`src/sv/dllq_pkg.sv`:
```
// ----------------------------------------------------------------------------
// dllq_pkg
// Shared types and fixed field widths for the linked-list cursor queue.
// ----------------------------------------------------------------------------
`default_nettype none

package dllq_pkg;

  // Fixed stream field widths
  localparam int ACTION_BITS      = 3;
  localparam int HANDLE_IN_BITS   = 16;
  localparam int HANDLE_OUT_BITS  = 16;
  localparam int ENTRY_COUNT_BITS = 7;
  localparam int S_TDATA_BITS     = 24;
  localparam int M_TDATA_BITS     = 32;

  // Operation codes carried in the low bits of each input item
  typedef enum logic [ACTION_BITS-1:0] {
    ACT_APPEND     = 3'd0,
    ACT_PEEK_FIRST = 3'd1,
    ACT_POP_FIRST  = 3'd2,
    ACT_CUR_FIRST  = 3'd3,
    ACT_CUR_ADV    = 3'd4,
    ACT_CUR_READ   = 3'd5,
    ACT_CUR_REMOVE = 3'd6
  } action_t;

  typedef enum logic [1:0] {
    ST_IDLE = 2'b01,
    ST_EXEC = 2'b10
  } state_t;

  // Write enables into the slot store
  typedef struct packed {
    logic payload;
    logic fwd;
    logic bwd;
  } store_we_t;

  // Commands into the free-slot pool
  typedef struct packed {
    logic rd;
    logic alloc;
    logic release_slot;
  } pool_cmd_t;

endpackage

`default_nettype wire

```
`src/sv/dllq_slot_store.sv`:
```
// ----------------------------------------------------------------------------
// dllq_slot_store
// Payload, forward-link and backward-link memories, one shared read address.
// ----------------------------------------------------------------------------
`default_nettype none

module dllq_slot_store #(
  parameter int SLOT_COUNT = 64,
  parameter int DATA_BITS  = 16
) (
  input  wire logic                          clk,
  input  wire logic                          rd_en,
  input  wire logic [$clog2(SLOT_COUNT)-1:0] rd_addr,
  output logic      [DATA_BITS-1:0]          rd_payload,
  output logic      [$clog2(SLOT_COUNT)-1:0] rd_fwd,
  output logic      [$clog2(SLOT_COUNT)-1:0] rd_bwd,
  input  wire dllq_pkg::store_we_t           we,
  input  wire logic [$clog2(SLOT_COUNT)-1:0] pl_addr,
  input  wire logic [DATA_BITS-1:0]          pl_data,
  input  wire logic [$clog2(SLOT_COUNT)-1:0] fw_addr,
  input  wire logic [$clog2(SLOT_COUNT)-1:0] fw_data,
  input  wire logic [$clog2(SLOT_COUNT)-1:0] bw_addr,
  input  wire logic [$clog2(SLOT_COUNT)-1:0] bw_data
);

  localparam int IW = $clog2(SLOT_COUNT);

  logic [DATA_BITS-1:0] payload_mem [SLOT_COUNT];
  logic [IW-1:0]        fwd_mem     [SLOT_COUNT];
  logic [IW-1:0]        bwd_mem     [SLOT_COUNT];

  always_ff @(posedge clk) begin
    if (we.payload) begin
      payload_mem[pl_addr] <= pl_data;
    end
    if (rd_en) begin
      rd_payload <= payload_mem[rd_addr];
    end
  end

  always_ff @(posedge clk) begin
    if (we.fwd) begin
      fwd_mem[fw_addr] <= fw_data;
    end
    if (rd_en) begin
      rd_fwd <= fwd_mem[rd_addr];
    end
  end

  always_ff @(posedge clk) begin
    if (we.bwd) begin
      bwd_mem[bw_addr] <= bw_data;
    end
    if (rd_en) begin
      rd_bwd <= bwd_mem[rd_addr];
    end
  end

endmodule

`default_nettype wire

```
`src/sv/dllq_free_pool.sv`:
```
// ----------------------------------------------------------------------------
// dllq_free_pool
// Free-slot allocator: a stack of released slots in memory, backed by a
// counter that hands out never-used slots in order.
// ----------------------------------------------------------------------------
`default_nettype none

module dllq_free_pool #(
  parameter int SLOT_COUNT = 64
) (
  input  wire logic                          clk,
  input  wire logic                          rst,
  input  wire dllq_pkg::pool_cmd_t           cmd,
  input  wire logic [$clog2(SLOT_COUNT)-1:0] release_addr,
  output logic      [$clog2(SLOT_COUNT)-1:0] alloc_addr
);

  localparam int IW = $clog2(SLOT_COUNT);
  localparam int LW = $clog2(SLOT_COUNT + 1);

  logic [IW-1:0] stack_mem [SLOT_COUNT];
  logic [IW-1:0] stack_q;
  logic [LW-1:0] sp;
  logic [LW-1:0] sp_m1;
  logic [LW-1:0] fresh;

  assign sp_m1      = sp - LW'(1);
  assign alloc_addr = (sp != '0) ? stack_q : fresh[IW-1:0];

  // Prefetch the top of stack in the read cycle
  always_ff @(posedge clk) begin
    if (cmd.release_slot) begin
      stack_mem[sp[IW-1:0]] <= release_addr;
    end
    if (cmd.rd) begin
      stack_q <= stack_mem[sp_m1[IW-1:0]];
    end
  end

  always_ff @(posedge clk) begin
    if (rst) begin
      sp    <= '0;
      fresh <= '0;
    end else if (cmd.release_slot) begin
      sp <= sp + LW'(1);
    end else if (cmd.alloc) begin
      if (sp != '0) begin
        sp <= sp_m1;
      end else begin
        fresh <= fresh + LW'(1);
      end
    end
  end

endmodule

`default_nettype wire

```
`src/sv/doubly_linked_list_cursor_queue.sv`:
```
// ----------------------------------------------------------------------------
// doubly_linked_list_cursor_queue
// Ordered list of handles in a slot store with links, head, tail and cursor.
// ----------------------------------------------------------------------------
// Each input item carries one operation: append a handle at the tail, peek
// the first entry, remove the first entry, move the cursor to the first
// entry, advance the cursor, read at the cursor, or remove at the cursor
// (the cursor then moves to the next entry). Every item gives exactly one
// result item with the handle found, the cursor state and entry count after
// the operation, and an overflow flag for an append dropped on a full store.
// An item goes through a read cycle that fetches the addressed slot's
// payload and links from the slot memories plus the free-slot stack top, and
// a write cycle that updates links, pointers and the result register. The
// write cycle waits while a previous result is still held on the master side,
// but the next item is taken as soon as that write cycle is done. There is
// no clearing pass after reset: never-used slots come from a counter, and
// only linked slots are ever read, so slot memories need no initial value.
// A code of 7 is a no-op that reports the current cursor state and count.
// ----------------------------------------------------------------------------
`default_nettype none

module doubly_linked_list_cursor_queue #(
  parameter int SLOT_COUNT  = 64,
  parameter int HANDLE_BITS = 16
) (
  input  wire logic                              clk,
  input  wire logic                              rst,
  // action [2:0], handle_in [18:3], zero fill [23:19]
  input  wire logic [dllq_pkg::S_TDATA_BITS-1:0] s_tdata,
  input  wire logic                              s_tvalid,
  output logic                                   s_tready,
  // handle_out [15:0], handle_valid [16], cursor_valid [17],
  // entry_count [24:18], overflow [25], zero fill [31:26]
  output logic      [dllq_pkg::M_TDATA_BITS-1:0] m_tdata,
  output logic                                   m_tvalid,
  input  wire logic                              m_tready
);

  localparam int IW = $clog2(SLOT_COUNT);
  localparam int LW = $clog2(SLOT_COUNT + 1);
  // Handles are kept in their low bits, never wider than the input field
  localparam int StoreBits = (HANDLE_BITS < dllq_pkg::HANDLE_IN_BITS) ?
                             HANDLE_BITS : dllq_pkg::HANDLE_IN_BITS;
  localparam logic [LW-1:0] NullSlot = LW'(SLOT_COUNT);

  dllq_pkg::state_t  state;
  dllq_pkg::action_t act;
  dllq_pkg::action_t act_in;
  logic [StoreBits-1:0] handle_q;

  logic [LW-1:0] head, head_next;
  logic [LW-1:0] tail, tail_next;
  logic [LW-1:0] cursor, cursor_next;
  logic [LW-1:0] count, count_next;

  logic accept;
  logic commit;

  // slot store signals
  logic [IW-1:0]        rd_addr;
  logic [StoreBits-1:0] rd_payload;
  logic [IW-1:0]        rd_fwd;
  logic [IW-1:0]        rd_bwd;
  dllq_pkg::store_we_t  we;
  logic [IW-1:0]        pl_addr;
  logic [IW-1:0]        fw_addr, fw_data;
  logic [IW-1:0]        bw_addr, bw_data;

  // free pool signals
  dllq_pkg::pool_cmd_t pool_cmd;
  logic [IW-1:0]       release_addr;
  logic [IW-1:0]       alloc_addr;

  // links of the slot read, with the tail's forward and the head's backward
  // link taken as null whatever the memory holds
  logic [LW-1:0] head_fwd;
  logic [LW-1:0] cur_fwd;
  logic [LW-1:0] cur_bwd;

  logic                                      res_valid;
  logic                                      res_ovf;
  logic [dllq_pkg::HANDLE_OUT_BITS-1:0]      res_handle;
  logic [dllq_pkg::ENTRY_COUNT_BITS-1:0]     res_count;

  assign s_tready = (state == dllq_pkg::ST_IDLE);
  assign accept   = s_tvalid && s_tready;
  // Hold the write cycle while the result register is still occupied
  assign commit   = (state == dllq_pkg::ST_EXEC) && (!m_tvalid || m_tready);
  assign act_in   = dllq_pkg::action_t'(s_tdata[2:0]);

  assign head_fwd = (head == tail)   ? NullSlot : LW'(rd_fwd);
  assign cur_fwd  = (cursor == tail) ? NullSlot : LW'(rd_fwd);
  assign cur_bwd  = (cursor == head) ? NullSlot : LW'(rd_bwd);

  // Read address: head for peeking or popping the first entry, cursor otherwise
  always_comb begin
    case (act_in)
      dllq_pkg::ACT_PEEK_FIRST,
      dllq_pkg::ACT_POP_FIRST: rd_addr = head[IW-1:0];
      default:                 rd_addr = cursor[IW-1:0];
    endcase
  end

  always_comb begin
    head_next             = head;
    tail_next             = tail;
    cursor_next           = cursor;
    count_next            = count;
    we                    = '0;
    pool_cmd              = '0;
    pool_cmd.rd           = accept;
    pl_addr               = alloc_addr;
    fw_addr               = tail[IW-1:0];
    fw_data               = alloc_addr;
    bw_addr               = alloc_addr;
    bw_data               = tail[IW-1:0];
    release_addr          = head[IW-1:0];
    res_handle            = '0;
    res_valid             = 1'b0;
    res_ovf               = 1'b0;
    if (commit) begin
      case (act)
        dllq_pkg::ACT_APPEND: begin
          if (count == NullSlot) begin
            // Drop on a full store
            res_ovf = 1'b1;
          end else begin
            we.payload     = 1'b1;
            pool_cmd.alloc = 1'b1;
            if (tail != NullSlot) begin
              we.fwd = 1'b1;
              we.bwd = 1'b1;
            end else begin
              head_next = LW'(alloc_addr);
            end
            tail_next  = LW'(alloc_addr);
            count_next = count + LW'(1);
          end
        end
        dllq_pkg::ACT_PEEK_FIRST: begin
          if (head != NullSlot) begin
            res_handle = dllq_pkg::HANDLE_OUT_BITS'(rd_payload);
            res_valid  = 1'b1;
          end
        end
        dllq_pkg::ACT_POP_FIRST: begin
          if (head != NullSlot) begin
            res_handle = dllq_pkg::HANDLE_OUT_BITS'(rd_payload);
            res_valid  = 1'b1;
            // Move the cursor on when its entry is the one removed
            if (cursor == head) begin
              cursor_next = head_fwd;
            end
            head_next = head_fwd;
            if (head_fwd == NullSlot) begin
              tail_next = NullSlot;
            end
            pool_cmd.release_slot = 1'b1;
            release_addr          = head[IW-1:0];
            count_next            = count - LW'(1);
          end
        end
        dllq_pkg::ACT_CUR_FIRST: begin
          cursor_next = head;
        end
        dllq_pkg::ACT_CUR_ADV: begin
          if (cursor != NullSlot) begin
            cursor_next = cur_fwd;
          end
        end
        dllq_pkg::ACT_CUR_READ: begin
          if (cursor != NullSlot) begin
            res_handle = dllq_pkg::HANDLE_OUT_BITS'(rd_payload);
            res_valid  = 1'b1;
          end
        end
        dllq_pkg::ACT_CUR_REMOVE: begin
          if (cursor != NullSlot) begin
            res_handle = dllq_pkg::HANDLE_OUT_BITS'(rd_payload);
            res_valid  = 1'b1;
            // Splice the neighbors together
            if (cur_bwd != NullSlot) begin
              we.fwd  = 1'b1;
              fw_addr = cur_bwd[IW-1:0];
              fw_data = cur_fwd[IW-1:0];
            end else begin
              head_next = cur_fwd;
            end
            if (cur_fwd != NullSlot) begin
              we.bwd  = 1'b1;
              bw_addr = cur_fwd[IW-1:0];
              bw_data = cur_bwd[IW-1:0];
            end else begin
              tail_next = cur_bwd;
            end
            cursor_next           = cur_fwd;
            pool_cmd.release_slot = 1'b1;
            release_addr          = cursor[IW-1:0];
            count_next            = count - LW'(1);
          end
        end
        default: begin
        end
      endcase
    end
  end

  assign res_count = dllq_pkg::ENTRY_COUNT_BITS'(count_next);

  dllq_slot_store #(
    .SLOT_COUNT(SLOT_COUNT),
    .DATA_BITS (StoreBits)
  ) u_store (
    .clk       (clk),
    .rd_en     (accept),
    .rd_addr   (rd_addr),
    .rd_payload(rd_payload),
    .rd_fwd    (rd_fwd),
    .rd_bwd    (rd_bwd),
    .we        (we),
    .pl_addr   (pl_addr),
    .pl_data   (handle_q),
    .fw_addr   (fw_addr),
    .fw_data   (fw_data),
    .bw_addr   (bw_addr),
    .bw_data   (bw_data)
  );

  dllq_free_pool #(
    .SLOT_COUNT(SLOT_COUNT)
  ) u_pool (
    .clk         (clk),
    .rst         (rst),
    .cmd         (pool_cmd),
    .release_addr(release_addr),
    .alloc_addr  (alloc_addr)
  );

  // Capture the operation on accept
  always_ff @(posedge clk) begin
    if (accept) begin
      act      <= act_in;
      handle_q <= s_tdata[StoreBits+2:3];
    end
  end

  // Sequencer and list pointers
  always_ff @(posedge clk) begin
    if (rst) begin
      state  <= dllq_pkg::ST_IDLE;
      head   <= NullSlot;
      tail   <= NullSlot;
      cursor <= NullSlot;
      count  <= '0;
    end else begin
      case (state)
        dllq_pkg::ST_IDLE: begin
          if (accept) begin
            state <= dllq_pkg::ST_EXEC;
          end
        end
        dllq_pkg::ST_EXEC: begin
          if (commit) begin
            state <= dllq_pkg::ST_IDLE;
          end
        end
        default: begin
          state <= dllq_pkg::ST_IDLE;
        end
      endcase
      if (commit) begin
        head   <= head_next;
        tail   <= tail_next;
        cursor <= cursor_next;
        count  <= count_next;
      end
    end
  end

  // Result register
  always_ff @(posedge clk) begin
    if (rst) begin
      m_tvalid <= 1'b0;
    end else if (commit) begin
      m_tvalid <= 1'b1;
    end else if (m_tready) begin
      m_tvalid <= 1'b0;
    end
  end

  always_ff @(posedge clk) begin
    if (commit) begin
      m_tdata <= {6'd0, res_ovf, res_count, (cursor_next != NullSlot),
                  res_valid, res_handle};
    end
  end

  // An empty list has neither head nor tail
  a_head_count: assert property (@(posedge clk) disable iff (rst)
    (head == NullSlot) == (count == '0))
    else $error("head pointer disagrees with entry count");

  a_head_tail: assert property (@(posedge clk) disable iff (rst)
    (head == NullSlot) == (tail == NullSlot))
    else $error("head and tail disagree on an empty list");

  // A live cursor needs at least one entry
  a_cursor_live: assert property (@(posedge clk) disable iff (rst)
    (cursor != NullSlot) |-> (count != '0))
    else $error("cursor points into an empty list");

  // Overflow is only reported when the store was full
  a_ovf_full: assert property (@(posedge clk) disable iff (rst)
    res_ovf |-> (count == NullSlot) && (count_next == count))
    else $error("append dropped while slots were free");

endmodule

`default_nettype wire

```
`config.mk`:
```
export PLATFORM = sky130hd
export DESIGN_NAME = doubly_linked_list_cursor_queue
export DESIGN_NICKNAME = d
export VERILOG_FILES = /design/src/sv/dllq_pkg.sv /design/src/sv/dllq_slot_store.sv /design/src/sv/dllq_free_pool.sv /design/src/sv/doubly_linked_list_cursor_queue.sv
export SDC_FILE = /design/constraint.sdc
export NUM_CORES = 2
export LEC_CHECK = 0
export BUFFER_PORTS_ARGS = -buffer_cell sky130_fd_sc_hd__buf_2
export CORE_MARGIN = 4
export CORE_UTILIZATION = 55
export CTS_BUF_LIST = sky130_fd_sc_hd__clkbuf_8 sky130_fd_sc_hd__clkbuf_16
export DETAILED_ROUTE_END_ITERATION = 10
export PLACE_DENSITY = 0.75
export SKIP_LAST_GASP = 1
export SYNTH_ARGS = -nofsm -noshare
export SYNTH_HDL_FRONTEND = slang
export SYNTH_HIERARCHICAL = 1
export SYNTH_SLANG_ARGS = --single-unit
```
`constraint.sdc`:
```
create_clock -name clk -period 7.6 [get_ports clk]
set_input_delay 1.52 -clock clk [delete_from_list [all_inputs] [get_ports clk]]
set_output_delay 1.52 -clock clk [all_outputs]
set_load 0.03 [all_outputs]
```
==> results.yml <==
critical_path:
  timing.rr.end: "u_store/payload_mem[13][0]$_DFFE_PP_"
  regToRegSetupSlack_ps: 1840
  endpoint: "u_store/payload_mem[13][0]$_DFFE_PP_"
  slowest_delay_ps: 1040
  cp_data_arrival_time_ps: 6300
  end_kind: "register"
  cp_top_family: "simple AND/OR/NAND/NOR gates"
  crit_cells: 9
  crit_type: "register to register"
  cp_max_fo: 43
  reg2reg_depth: 9
  crit_buf_inv: 2
  worstSetupStartpoint: "u_pool/sp[0]$_SDFFE_PP0P_"
  required_ps: 8150
  r2r_start: "u_pool/sp[0]$_SDFFE_PP0P_"
  start_kind: "register"
  crit_slowest_cell: "nor2_1"
  crit_chain: "clkinv_1, ha_4, nor3b_1, nand2_1, mux2_2, nor2b_1, nand3_1, nor2_1, buf_4"
route:
  first_iter_violations: 6305
  drt_first_pass_iters: 7
  final_antenna_net_count: 0
  viasPerCell: 6.48
  drc: 0
  num_vias: 45571
  wl_um: 201000
  routedWlPerCell_um: 28.6
grt:
  antenna_found_initial: 11
  grt_max_degree: 126
  grtUsageTotal_pct: 23.2
  grt_pass1_wl_um: 299000
  grt_pass1_vias: 45661
  overflow: 0
clock_network:
  cts_made_buffers: 212
  h-tree-depth: 4
  cts_setup_buffers: 0
  insertion_delay_ps: 850
  cts-resized-gates: 0
  cts.sinks: 2299
  cts_tree: "yes"
  cts_root_buf: "clkbuf_16"
  holdBufCountCts: 0
  clock_path_buffers: 3
  cts.clk_slew.worst_paths_ps: 60
floorplanning:
  die_w_um: 414
  fp-row-count: 148
  core_area_um2: 163000
  die-area_um2: 172000
  die_h_um: 414
  start_util_pct: 55.6
  ioPinCount: 62
job:
  drv_cap: 0
power:
  power_density_nw_per_um2: 247
  peakVddDrop_mv: 0.210
  cellLeakagePower_nw: 30.5
logic_synthesis:
  synth_top_flop_cell: "edfxtp_1"
  synth_top_area_share_pct: 74.6
  synth_seq_area_share_pct: 75.6
  syn_inst: 4547
  synthArstFlopShare_pct: 0
  synth.top_cells.by_count: "edfxtp_1 (2255), mux4_2 (465), nor2_1 (321)"
  synth_warnings: 6
  netlist_area_um2: 90700
  yosys_register_bits: 2299
  synth_most_common_cell: "edfxtp_1"
  synthTopCellsByArea: "edfxtp_1 (75%), mux4_2 (12%), mux2i_1 (3.2%)"
  synth_edf_count: 2255
  synth_cell_types: 82
  yosys.area.top_type: "edfxtp_1"
  avgSynthCellArea_um2: 20.0
sta:
  rsz0062_at_grt: "no"
  max-slew-margin-rel_pct: 17.3
  period_needed_ps: 5760
  setup_tns_ps: 0
  max_freq_mhz: 174
  fin_skew_ps: 80.4
  report.final.setup_viol: 0
  setup_ws_ps: 1840
  hold_violations: 0
  tightest_slew_ps: 1240
  post-route-period-util_pct: 75.7
  slew_violations: 0
worst_hold_path:
  whs_path_depth: 2
  hold_class: "register to register"
placement:
  routabilityCongestion: 0.898
  dpl_worst_slack_ps: 1700
  dp_hpwl_um: 115000
  port_buffers: 50
final_layout:
  multi_input_area_um2: 21000
  area_delta_synth_final_pct: 10.9
  n_fill_cell: 10905
  drive_gt1_share_pct: 21.6
  layout.nets: 4708
  register_area_um2: 68600
run_status:
  status: "finished, final reports clean"
## worst min-delay path, cell delays in order (launching register included)
cell	delay [ps]
dfxtp_1	320
nand2b_1	70
a21oi_1	60
## worst min-delay path by stage
stage | start | to | slack (ps)
2_1_floorplan | state[1]$_SDFFE_PP0P_ | m_tvalid$_SDFFE_PP0P_ | 460
6_report | state[1]$_SDFFE_PP0P_ | m_tvalid$_SDFFE_PP0P_ | 500
5_1_grt | u_store/rd_payload[9]$_DFFE_PP_ | m_tdata[9]$_DFFE_PP_ | 530
3_3_place_gp | state[1]$_SDFFE_PP0P_ | m_tvalid$_SDFFE_PP0P_ | 470
3_5_place_dp | state[1]$_SDFFE_PP0P_ | m_tvalid$_SDFFE_PP0P_ | 490
4_1_cts | state[1]$_SDFFE_PP0P_ | m_tvalid$_SDFFE_PP0P_ | 500
## through the flow
step | hold WS, ps | power [W] | util, % | instance area [um2] | std cells
2_1_floorplan | 458 | 0.0144 | - | 90800 | 4552
3_3_place_gp | 466 | 0.0145 | 57.3 | 93600 | 6634
3_5_place_dp | 488 | 0.0145 | 57.3 | 93600 | 6634
4_1_cts | 498 | 0.0250 | 61.6 | 101000 | 7031
5_1_grt | 533 | 0.0256 | 61.6 | 101000 | 7031
6_report | 496 | 0.0248 | 61.6 | 101000 | 7032
## area by class of cell
type	instances	area share, %
diodes	1	0.00249
clock buffers	218	5.38
clock inverters	179	1.61
inverters	11	0.0410
multi-input cells	1977	20.8
flip-flops and latches	2299	68.2
well taps	2175	2.70
repair buffers	172	1.27
## cell families (layout without fill, tap and decap cells)
| family | after synthesis | in the layout | synth area share [%] |
|---|---|---|---|
| AO/OA/AOI/OAI | 456 | 456 | 3.47 |
| XOR/XNOR | 42 | 42 | 0.434 |
| adder cells (fa/ha/maj) | 7 | 7 | 0.0965 |
| buffers and inverters | 276 | 580 | 1.65 |
| flip-flops | 2299 | 2299 | 75.6 |
| multiplexers | 790 | 790 | 15.2 |
| other | 1 | 7 | 0.00413 |
| AND/OR/NAND/NOR | 676 | 676 | 3.54 |
## metal layers
metal | vias up | wire [um] | GRT usage (%)
met5 | - | 23 | 0
met4 | 4 | 6310 | 7.29
met3 | 371 | 20900 | 5.15
met2 | 2586 | 94900 | 35.6
met1 | 23635 | 78800 | 33.8
li1 | 18975 | - | -
## registers in the layout (all words and copies together), names as in the netlist, 7 cells and up
name,cells
u_store/payload_mem,1024
u_pool/stack_mem,384
u_store/bwd_mem,384
u_store/fwd_mem,384
m_tdata,26
handle_q,16
u_store/rd_payload,16
count,7
cursor,7
head,7
tail,7
u_pool/sp,7
## power breakdown
group	switching (W)	leakage [nW]	total (W)	internal [W]
combinational	0.000290	6.19	0.000357	0.0000675
clock	0.00459	3.58	0.0106	0.00599
sequential	0.0000207	20.7	0.0139	0.0139
## cell usage in the layout, fill, tap and decap left out, types with 29 or more instances in the layout
master     netlist  layout
a31oi_1         54      54
dfxtp_1         44      43
o21ai_0         79      67
nand3_1         30      30
a22oi_1        103     103
edfxtp_1      2255    2255
inv_1            9      46
mux4_2         465     465
clkinv_1         1      58
nor2_1         321     305
buf_4           54     113
mux2i_1        293     293
o22ai_1         75      75
buf_2           82      50
clkinv_2         0      38
clkbuf_16        0     214
nor2b_1         33      32
and3_1          29      29
and2_1          36      34
xor2_1          30      30
nand2_1        104     104
(Power assumes the default switching activity.)
